==> config.mk <==
export PLATFORM = sky130hd
export DESIGN_NAME = cwo_div
export DESIGN_NICKNAME = d
export VERILOG_FILES = /design/src/design/cwo_div.sv
export SDC_FILE = /design/constraint.sdc
export NUM_CORES = 1
export LEC_CHECK = 0
export ABC_AREA = 1
export BUFFER_PORTS_ARGS = -buffer_cell sky130_fd_sc_hd__buf_4
export CAP_MARGIN = 20
export CORE_UTILIZATION = 36
export CTS_CLUSTER_SIZE = 14
export DETAILED_ROUTE_END_ITERATION = 6
export GPL_ROUTABILITY_DRIVEN = 0
export PLACE_DENSITY = 0.59
export RECOVER_POWER = 50
export REMOVE_ABC_BUFFERS = 1
export SLEW_MARGIN = 20
export SYNTH_ARGS = -nofsm -noshare
export SYNTH_HDL_FRONTEND = slang
export SYNTH_SLANG_ARGS = --single-unit
export TNS_END_PERCENT = 5
==> constraint.sdc <==
create_clock -name clk -period 2.54 [get_ports clk]
set_clock_uncertainty 0.2 [all_clocks]
set_input_delay 0.508 -clock clk [delete_from_list [all_inputs] [get_ports clk]]
set_output_delay 0.508 -clock clk [all_outputs]
set_load 0.02 [all_outputs]
==> src/design/cwo_div.sv <==
// Pipelined restoring divider, one quotient bit per register stage.
// Standalone; all stages advance together on the shared enable.
`timescale 1ns / 1ps

module cwo_div #(
  parameter int NW = 8,
  parameter int DW = 5
) (
  input  logic          clk,
  input  logic          en,
  input  logic [NW-1:0] num,
  input  logic [DW-1:0] den,
  output logic [NW-1:0] quo,
  output logic [DW-1:0] rem
);

  logic [NW-1:0] q_r [NW];
  logic [DW-1:0] r_r [NW];
  logic [DW-1:0] d_r [NW];

  for (genvar k = 0; k < NW; k++) begin : g_stage
    logic [NW-1:0] q_in;
    logic [DW-1:0] r_in;
    logic [DW-1:0] d_in;
    logic [DW:0]   trial;
    logic [DW:0]   diff;
    logic          ge;

    if (k == 0) begin : g_first
      assign q_in = num;
      assign r_in = '0;
      assign d_in = den;
    end else begin : g_next
      assign q_in = q_r[k-1];
      assign r_in = r_r[k-1];
      assign d_in = d_r[k-1];
    end

    assign trial = {r_in, q_in[NW-1]};
    assign diff  = trial - {1'b0, d_in};
    assign ge    = trial >= {1'b0, d_in};

    always_ff @(posedge clk) begin
      if (en) begin
        q_r[k] <= {q_in[NW-2:0], ge};
        r_r[k] <= ge ? diff[DW-1:0] : trial[DW-1:0];
        d_r[k] <= d_in;
      end
    end
  end

  assign quo = q_r[NW-1];
  assign rem = r_r[NW-1];

endmodule

==> impl_metrics.ini, run 1 <==
[clocking]
cts_root_buffer = clkbuf_16
cts_tree = built
cts_buffers = 17
cts.sinks = 139
cts_buffer_depth = 2
holdBufCountCts = 0
clk_latency_ns = 0.41
cts_resized = 0
htreeDepth = 4
cts_setup_buffers = 0
path_clk_slew_ns = 0.06

[outcome]
status = completed

[timing]
maxSlewViolCount = 0
period_minus_slack_ns = 2.10
rsz0062_at_grt = no
clock.fmax_mhz = 477
finalSetupViolations = 0
slew_headroom_pct = 21.8
worst_slack_ns = 0.442
worstMarginPinSlew_ns = 1.17
hold_violations = 0
fin_crit_sh_pct = 82.6
fin_setup_tns_ns = 0

[worst_setup_path]
worstSetupStartpointType = register
crit_path_end_kind = register
crit_arrival_ns = 2.06
cp_max_fo = 7
required_ns = 2.50
critical_path_class = register to register

[die]
die_width_um = 136
rows = 48
fp.coreArea_um2 = 17400
fp.dieArea_um2 = 18500
io_pins = 28
die_h_um = 136
initial_core_util_pct = 37.1

[final_layout]
fin_area_um2 = 7650
layout-drive-gt1-share_pct = 14.8
final_common_cell = edfxtp_1
nets = 629
antenna_cells = 0
syn_to_final_growth_pct = 18.3
post-route-util_pct = 43.9
final_cell_mix = 139 x edfxtp_1, 101 x nand2_1, 67 x inv_1

[pwr]
finalPower_mw = 7.54
ir_drop_uv = 450
cellPowerDensity_nw_per_um2 = 986
leakage_nw = 3.18

[yosys]
ys_seq_area_share_pct = 64.6
synth_seq_cells = 139
synth_area_um2 = 6460
syn_inst = 520
yosys-top-cells-area = edfxtp_1 65%, ha_1 7.2%, nand2_1 5.9%
yosysWarnings = 0
syn_area_per_cell_um2 = 12.4
synth_cell_types = 21
yosysTopAreaCellShare_pct = 64.6
yosysTopAreaCell = edfxtp_1

[drt]
antenna_left = 0
wl_per_cell_um = 13.0
vias = 3832
vias_per_cell = 4.75
drc = 0
firstDrtPassIters = 4
routed_wirelength_um = 10400
drt-initial-drc-count = 202

[global_route]
busiest_layer = met2
grt_start_max_net_pins = 43
met1_usage_pct = 14.1
grt_util_all_layers_pct = 12.5
met2_usage_pct = 21.1
grt_use_met3_pct = 3.80
grt_pass1_vias = 3721
grt-ovfl-total = 0
grt_pass1_wl_um = 17500
antenna_found_initial = 0

[run]
max_cap_viol_count = 0

[hold_path]
hold_path.class = input pin to register

[placed_design]
hpwl_um = 7400
place_ws_ns = 0.445
numPortBuffers = 27
placed_area_um2 = 7030
## cells in the mapped netlist
master and count:
edfxtp_1 139, nand2_1 101, inv_1 67, nand3_1 66, ha_1 37, nor2_1 24, a21oi_1 14, fa_1 7
nand2_4 7, nand3_4 7, nand3b_1 7, nor2_2 7, o21ai_0 7, or2_1 7, xor2_1 7, nand2_2 5
nand3_2 5, a21boi_0 2, a22oi_1 2, a211oi_1 1, nand4_1 1
## per-layer routing
metal  vias to the layer above  part of all wire [%]
li1                       1911                     -
met1                      1822                    44
met2                        75                    50
met3                        24                   3.6
met4                         0                   2.6
met5                         -                     0
## metrics by stage
stage	hold slack (ns)	std cells
5_1_grt	0.0628	806
4_1_cts	0.0440	806
3_5_place_dp	0.205	776
6_report	0.0923	806
2_1_floorplan	0.200	520
3_3_place_gp	0.201	776
## critical path, stage by stage, from the launching register on
cell	delay, ns
edfxtp_1	0.39
inv_1	0.08
ha_1	0.15
inv_1	0.07
fa_1	0.44
nand2_1	0.12
nand2_2	0.08
nand3_4	0.11
nand2_4	0.08
nand2_1	0.08
nand2_1	0.05
## logic make-up (layout without fill, tap and decap cells)
logic type / after synthesis / count (layout) / share of synthesized area (%)
DFF: 139 / 139 / 64.6
adders and majority gates: 44 / 44 / 9.33
and+or+nand+nor: 237 / 237 / 19.0
AOI/OAI and AO/OA: 26 / 26 / 2.21
xor gates and xnor gates: 7 / 7 / 0.949
buffers and inverters: 67 / 128 / 3.89
## registers in the layout, summed over array words and instances (netlist names)
signal	cells
r_r	40
q_r	64
d_r	35
## power by group
group / internal (mW) / switching (mW) / total (mW)
Combinational: 0.641 / 1.04 / 1.68
Sequential: 2.97 / 0.149 / 3.12
Clock: 1.83 / 0.903 / 2.73
Total: 5.44 / 2.09 / 7.54
## layout make-up
class | instances | area (um2)
fill | 1597 | 9770
sequential | 139 | 4170
multi-input combinational | 314 | 2040
clock buffer | 19 | 433
tap | 225 | 282
inverter | 67 | 251
timing repair buffer | 31 | 250
clock inverter | 11 | 220
## worst paths after layout
check / from / to / slack, ns / cells past startpoint
setup reg to reg: q_r[0][7]$_DFFE_PP_ / r_r[0][8]$_DFFE_PP_ / 0.44 / 10
setup / recovery: q_r[0][7]$_DFFE_PP_ / r_r[0][8]$_DFFE_PP_ / 0.44 / 10
hold / removal: num[5] / q_r[0][6]$_DFFE_PP_ / 0.09 / 1
hold reg to reg: q_r[0][20]$_DFFE_PP_ / q_r[0][29]$_DFFE_PP_ / 0.21 / 0
Note: power is estimated with default switching activity, not from simulation.
==> run 2, diff against run 1 <==
--- a/config.mk
+++ b/config.mk
@@ -12,7 +12,7 @@
 export CTS_CLUSTER_SIZE = 14
 export DETAILED_ROUTE_END_ITERATION = 6
 export GPL_ROUTABILITY_DRIVEN = 0
-export PLACE_DENSITY = 0.59
+export PLACE_DENSITY = 0.61
 export RECOVER_POWER = 50
 export REMOVE_ABC_BUFFERS = 1
 export SLEW_MARGIN = 20
==> constraint.sdc (replaced) <==
create_clock -name clk -period 1.7 [get_ports clk]
set_clock_uncertainty 0.2 [all_clocks]
set_input_delay 0.34 -clock clk [delete_from_list [all_inputs] [get_ports clk]]
set_output_delay 0.34 -clock clk [all_outputs]
set_load 0.02 [all_outputs]
==> run 2 against run 1 <==
The run now ends with negative setup slack left. Largest cell class unchanged. Clock power is 19% higher. Wire length is 4.9% higher. Maximum frequency is 8.0% higher. Sequential power is 49% higher. Critical path depth stayed put. Combinational power is 95% higher. Largest power group unchanged.
==> impl_metrics.ini, run 2 (synthesis results as in run 1) <==
[worst_setup_path]
worstSetupStartpointType = register
crit_path_end_kind = register
cp_cell_sequence = inv_1 -> ha_2 -> inv_2 -> fa_2 -> nand2_2 -> nand2_2 -> nand3_4 -> nand2_4 -> nand2_1 -> nand2_1
critical_path_class = register to register
max_stage_delay_ns = 0.39
cp_max_fo = 5
required_ns = 1.67
crit_arrival_ns = 1.92
critPathSlowestCell = edfxtp_1

[timing]
fin_crit_sh_pct = 114
maxSlewViolCount = 0
rsz0062_at_grt = yes
period_minus_slack_ns = 1.94
worstMarginPinSlew_ns = 0.635
worst_slack_ns = -0.243
clock.fmax_mhz = 515
finalSetupViolations = 42
slew_headroom_pct = 57.7
hold_violations = 0

[clocking]
cts_tree = built
cts_buffer_depth = 2
htreeDepth = 4
path_clk_slew_ns = 0.05
cts.sinks = 139
clk_latency_ns = 0.41
cts_buffers = 17
cts_root_buffer = clkbuf_16

[outcome]
violations = negative setup slack
status = finished, violations left

[pwr]
cellPowerDensity_nw_per_um2 = 1340
power_frac_seq_pct = 41.6
combPwrFrac_pct = 29.3
finalPower_mw = 11.2
ir_drop_uv = 763
switching_share_pct = 29.0
p_int_mw = 7.93
leakage_nw = 3.57
netSwitchingPower_mw = 3.24
p_clk_share_pct = 29.1

[global_route]
grt-ovfl-total = 0
grt_start_max_net_pins = 40
grt_pass1_vias = 4260
grt_util_all_layers_pct = 13.3
grt_pass1_wl_um = 18800
antenna_found_initial = 0

[die]
initial_core_util_pct = 37.1
fp.coreArea_um2 = 17400
io_pins = 28
die_width_um = 136
rows = 48
fp.dieArea_um2 = 18500
die_h_um = 136

[run]
max_cap_viol_count = 0

[final_layout]
top_regs = q_r x64, r_r x40, d_r x35
top_register = q_r
final_common_cell = edfxtp_1
syn_to_final_growth_pct = 28.8
final_cell_mix = 139 x edfxtp_1, 110 x buf_4, 86 x nand2_1
nets = 726
antenna_cells = 0
layout-drive-gt1-share_pct = 29.4
largest_reg_flops = 64
layout.cells.non_filler = 903

[drt]
drc = 0
drt-initial-drc-count = 156
firstDrtPassIters = 4
routed_wirelength_um = 11000
vias_per_cell = 4.61
antenna_left = 0
wl_per_cell_um = 12.1
vias = 4167

[placed_design]
numPortBuffers = 27
dp.cells = 855
hpwl_um = 7910

[hold_path]
hold_path.class = input pin to register
[run 2: changes by cell type in the layout (fill, tap and decap cells not counted), sizes merged]
cell         previous run  this run
dlygate4sd3             0        12
bufinv                  6         1
clkinv                  2         7
clkbuf                 33        24
clkinvlp                3         2
buf                    17       112
[run 2: what timing repair did]
action	4_1_cts	5_1_grt
pin swaps	3	11
resized for setup	16	15
endpoints found under the setup margin	42	42
gates cloned	0	0
hold buffers	12	0
setup buffers	3	3
endpoints found under the hold margin	12	0
[run 2: path summary, 6_finish.rpt]
path / start / to / slack (ns) / cells after the start
setup / recovery: q_r[0][7]$_DFFE_PP_ / r_r[0][6]$_DFFE_PP_ / -0.24 / 10
hold / removal: den[3] / r_r[0][3]$_SDFFCE_PN0P_ / 0.05 / 2
setup reg to reg: q_r[0][7]$_DFFE_PP_ / r_r[0][6]$_DFFE_PP_ / -0.24 / 10
hold reg to reg: q_r[0][16]$_DFFE_PP_ / q_r[0][25]$_DFFE_PP_ / 0.22 / 0
[run 2: cell type report]
| type | count | area, um2 |
|---|---|---|
| clock buffer | 20 | 437 |
| clock inverter | 10 | 78.8 |
| fill | 1547 | 9100 |
| inverter | 67 | 251 |
| multi-input combinational | 314 | 2100 |
| sequential | 139 | 4170 |
| tap | 225 | 282 |
| timing repair buffer | 128 | 1000 |
[run 2: critical path, delay by kind of cell, from the launching register on]
family / cells / cell delay (ns)
flip-flops: 1 / 0.39
adder cells (fa/ha/maj): 2 / 0.56
AND/OR/NAND/NOR: 6 / 0.44
buffers and inverters: 2 / 0.11
[run 2: metrics by stage]
| step | worst slack, ns | area (um2) | hold WS (ns) | setup TNS (ns) | util (%) |
|---|---|---|---|---|---|
| 2_1_floorplan | -0.180 | 6460 | 0.200 | -5.34 | - |
| 3_3_place_gp | -0.250 | 7610 | 0.200 | -7.80 | 43.7 |
| 3_5_place_dp | -0.289 | 7610 | 0.205 | -9.39 | 43.7 |
| 4_1_cts | -0.229 | 8290 | 0.0345 | -7.15 | 47.6 |
| 5_1_grt | -0.340 | 8320 | 0.0398 | -11.16 | 47.8 |
| 6_report | -0.243 | 8320 | 0.0489 | -6.85 | 47.8 |
[run 2: power groups by stage]
| stage | Combinational (mW) | Clock (mW) | Sequential [mW] |
|---|---|---|---|
| finish | 3.28 | 3.25 | 4.65 |
| global placement | 3.05 | 0 | 4.70 |
| global route | 3.69 | 3.49 | 4.70 |
| floorplan | 1.83 | 0 | 4.74 |
| detailed placement | 3.16 | 0 | 4.72 |
| CTS | 3.23 | 3.35 | 4.65 |
[run 2: routing by layer]
metal,global-route usage (%),vias to the layer above,wire (um)
met5,0,-,0
met4,7.53,0,286
met3,3.24,26,295
met2,24.4,72,5930
met1,13.8,1967,4450
li1,-,2102,-
==> run 3, diff against run 2 <==
--- a/config.mk
+++ b/config.mk
@@ -9,7 +9,7 @@
 export BUFFER_PORTS_ARGS = -buffer_cell sky130_fd_sc_hd__buf_4
 export CAP_MARGIN = 20
 export CORE_UTILIZATION = 36
-export CTS_CLUSTER_SIZE = 14
+export CTS_BUF_LIST = sky130_fd_sc_hd__clkbuf_16
 export DETAILED_ROUTE_END_ITERATION = 6
 export GPL_ROUTABILITY_DRIVEN = 0
 export PLACE_DENSITY = 0.61
==> run 3 against run 2 <==
The flow still finishes with violations (negative setup slack). Register-to-register slack about the same. Flip-flop and latch count unchanged. Global-route usage unchanged. Power decreased by 0.16%. Non-clock buffer count unchanged. Critical path type unchanged. Critical endpoint unchanged. Largest power group unchanged. Highest routed layer unchanged.
==> impl_metrics.ini, run 3 (synthesis results as in run 1) <==
[pwr]
switching_share_pct = 29.1
cellPowerDensity_nw_per_um2 = 1340
combPwrFrac_pct = 29.4
netSwitchingPower_mw = 3.24
ir_drop_uv = 762
finalPower_mw = 11.2
leakage_nw = 3.59
p_int_mw = 7.91
p_clk_share_pct = 29.0
power_frac_seq_pct = 41.7

[global_route]
grt_pass1_vias = 4260
antenna_found_initial = 0
grt_use_met3_pct = 3.24
grt_start_max_net_pins = 40
grt_pass1_wl_um = 18800
grt_util_all_layers_pct = 13.3
met1_usage_pct = 13.8
grt-ovfl-total = 0
busiest_layer = met2
met2_usage_pct = 24.4

[timing]
worst_slack_ns = -0.243
fin_setup_tns_ns = -6.85
rsz0062_at_grt = yes
fin_crit_sh_pct = 114
slew_headroom_pct = 57.7
maxSlewViolCount = 0
hold_violations = 0
clock.fmax_mhz = 515
worstMarginPinSlew_ns = 0.635
period_minus_slack_ns = 1.94
finalSetupViolations = 42

[clocking]
cts.sinks = 139
cts_root_buffer = clkbuf_16
path_clk_slew_ns = 0.05
clk_latency_ns = 0.41
cts_buffer_depth = 2
cts_buffers = 17
cts_tree = built
htreeDepth = 4

[die]
rows = 48
die_width_um = 136
initial_core_util_pct = 37.1
fp.coreArea_um2 = 17400
io_pins = 28
fp.dieArea_um2 = 18500
die_h_um = 136

[final_layout]
top_register = q_r
syn_to_final_growth_pct = 28.8
nets = 726
final_common_cell = edfxtp_1
largest_reg_flops = 64
layout-drive-gt1-share_pct = 29.4
final_cell_mix = 139 x edfxtp_1, 110 x buf_4, 86 x nand2_1
antenna_cells = 0
top_regs = q_r x64, r_r x40, d_r x35

[drt]
routed_wirelength_um = 11000
drc = 0
drt-initial-drc-count = 156
vias_per_cell = 4.61
antenna_left = 0
firstDrtPassIters = 4
wl_per_cell_um = 12.1
vias = 4164

[worst_setup_path]
r2r_cells = 10
crit_path_end_kind = register
cp-startpoint = q_r[0][7]$_DFFE_PP_
cp_cell_sequence = inv_1 -> ha_2 -> inv_2 -> fa_2 -> nand2_2 -> nand2_2 -> nand3_4 -> nand2_4 -> nand2_1 -> nand2_1
crit_arrival_ns = 1.92
max_stage_delay_ns = 0.39
critical_path_class = register to register
critPathSlowestCell = edfxtp_1
rr_startpoint = q_r[0][7]$_DFFE_PP_
required_ns = 1.67
worstSetupStartpointType = register
r2r_slack_ns = -0.24
cp_max_fo = 5

[hold_path]
whs_path_depth = 2
hold_path.class = input pin to register
worstHoldStart = den[3]

[placed_design]
numPortBuffers = 27
hpwl_um = 7910
place_ws_ns = -0.289

[outcome]
violations = negative setup slack
status = finished, violations left

[run]
max_cap_viol_count = 0
## run 3: critical path: cells and delay by family, from the launching register on
| family | cells | cell delay, ns |
|---|---|---|
| flip-flops | 1 | 0.39 |
| buffers and inverters | 2 | 0.11 |
| AND/OR/NAND/NOR | 6 | 0.44 |
| adder cells (fa/ha/maj) | 2 | 0.56 |
## run 3: through the flow
stage | cells | hold WS [ns] | area [um2] | utilization (%)
floorplan | 520 | 0.200 | 6460 | -
global placement | 855 | 0.200 | 7610 | 43.7
detailed placement | 855 | 0.205 | 7610 | 43.7
CTS | 900 | 0.0345 | 8290 | 47.6
global route | 903 | 0.0398 | 8320 | 47.8
finish | 903 | 0.0491 | 8320 | 47.8
## run 3: layout make-up
cell class,instances,area (um2)
Sequential cell,139,4170
Timing Repair Buffer,128,1000
Tap cell,225,282
Multi-Input combinational cell,314,2100
Fill cell,1547,9100
Clock buffer,17,425
Inverter,67,251
Clock inverter,13,90.1
## run 3: worst paths after layout
check                                 end
setup / recovery      r_r[0][6]$_DFFE_PP_
hold / removal    r_r[0][3]$_SDFFCE_PN0P_
setup reg to reg      r_r[0][6]$_DFFE_PP_
hold reg to reg      q_r[0][25]$_DFFE_PP_
## run 3: what timing repair did
item,CTS,global route
cloned,0,0
endpoints found under the setup margin,42,42
pin swaps,3,11
endpoints found under the hold margin,12,0
resized for setup,16,15
hold buffers,12,0
setup buffers,3,3
## run 3: layer usage
metal	part of all wire, %	routed length [um]
met1	40	4430
met2	54	5950
met3	2.7	293
met4	2.6	286
met5	0	0
## run 3: power by group through the flow
stage / logic (mW) / registers (mW) / clock network (mW)
floorplan: 1.83 / 4.74 / 0
global placement: 3.05 / 4.70 / 0
detailed placement: 3.16 / 4.72 / 0
CTS: 3.23 / 4.65 / 3.34
global route: 3.69 / 4.70 / 3.47
finish: 3.28 / 4.65 / 3.23
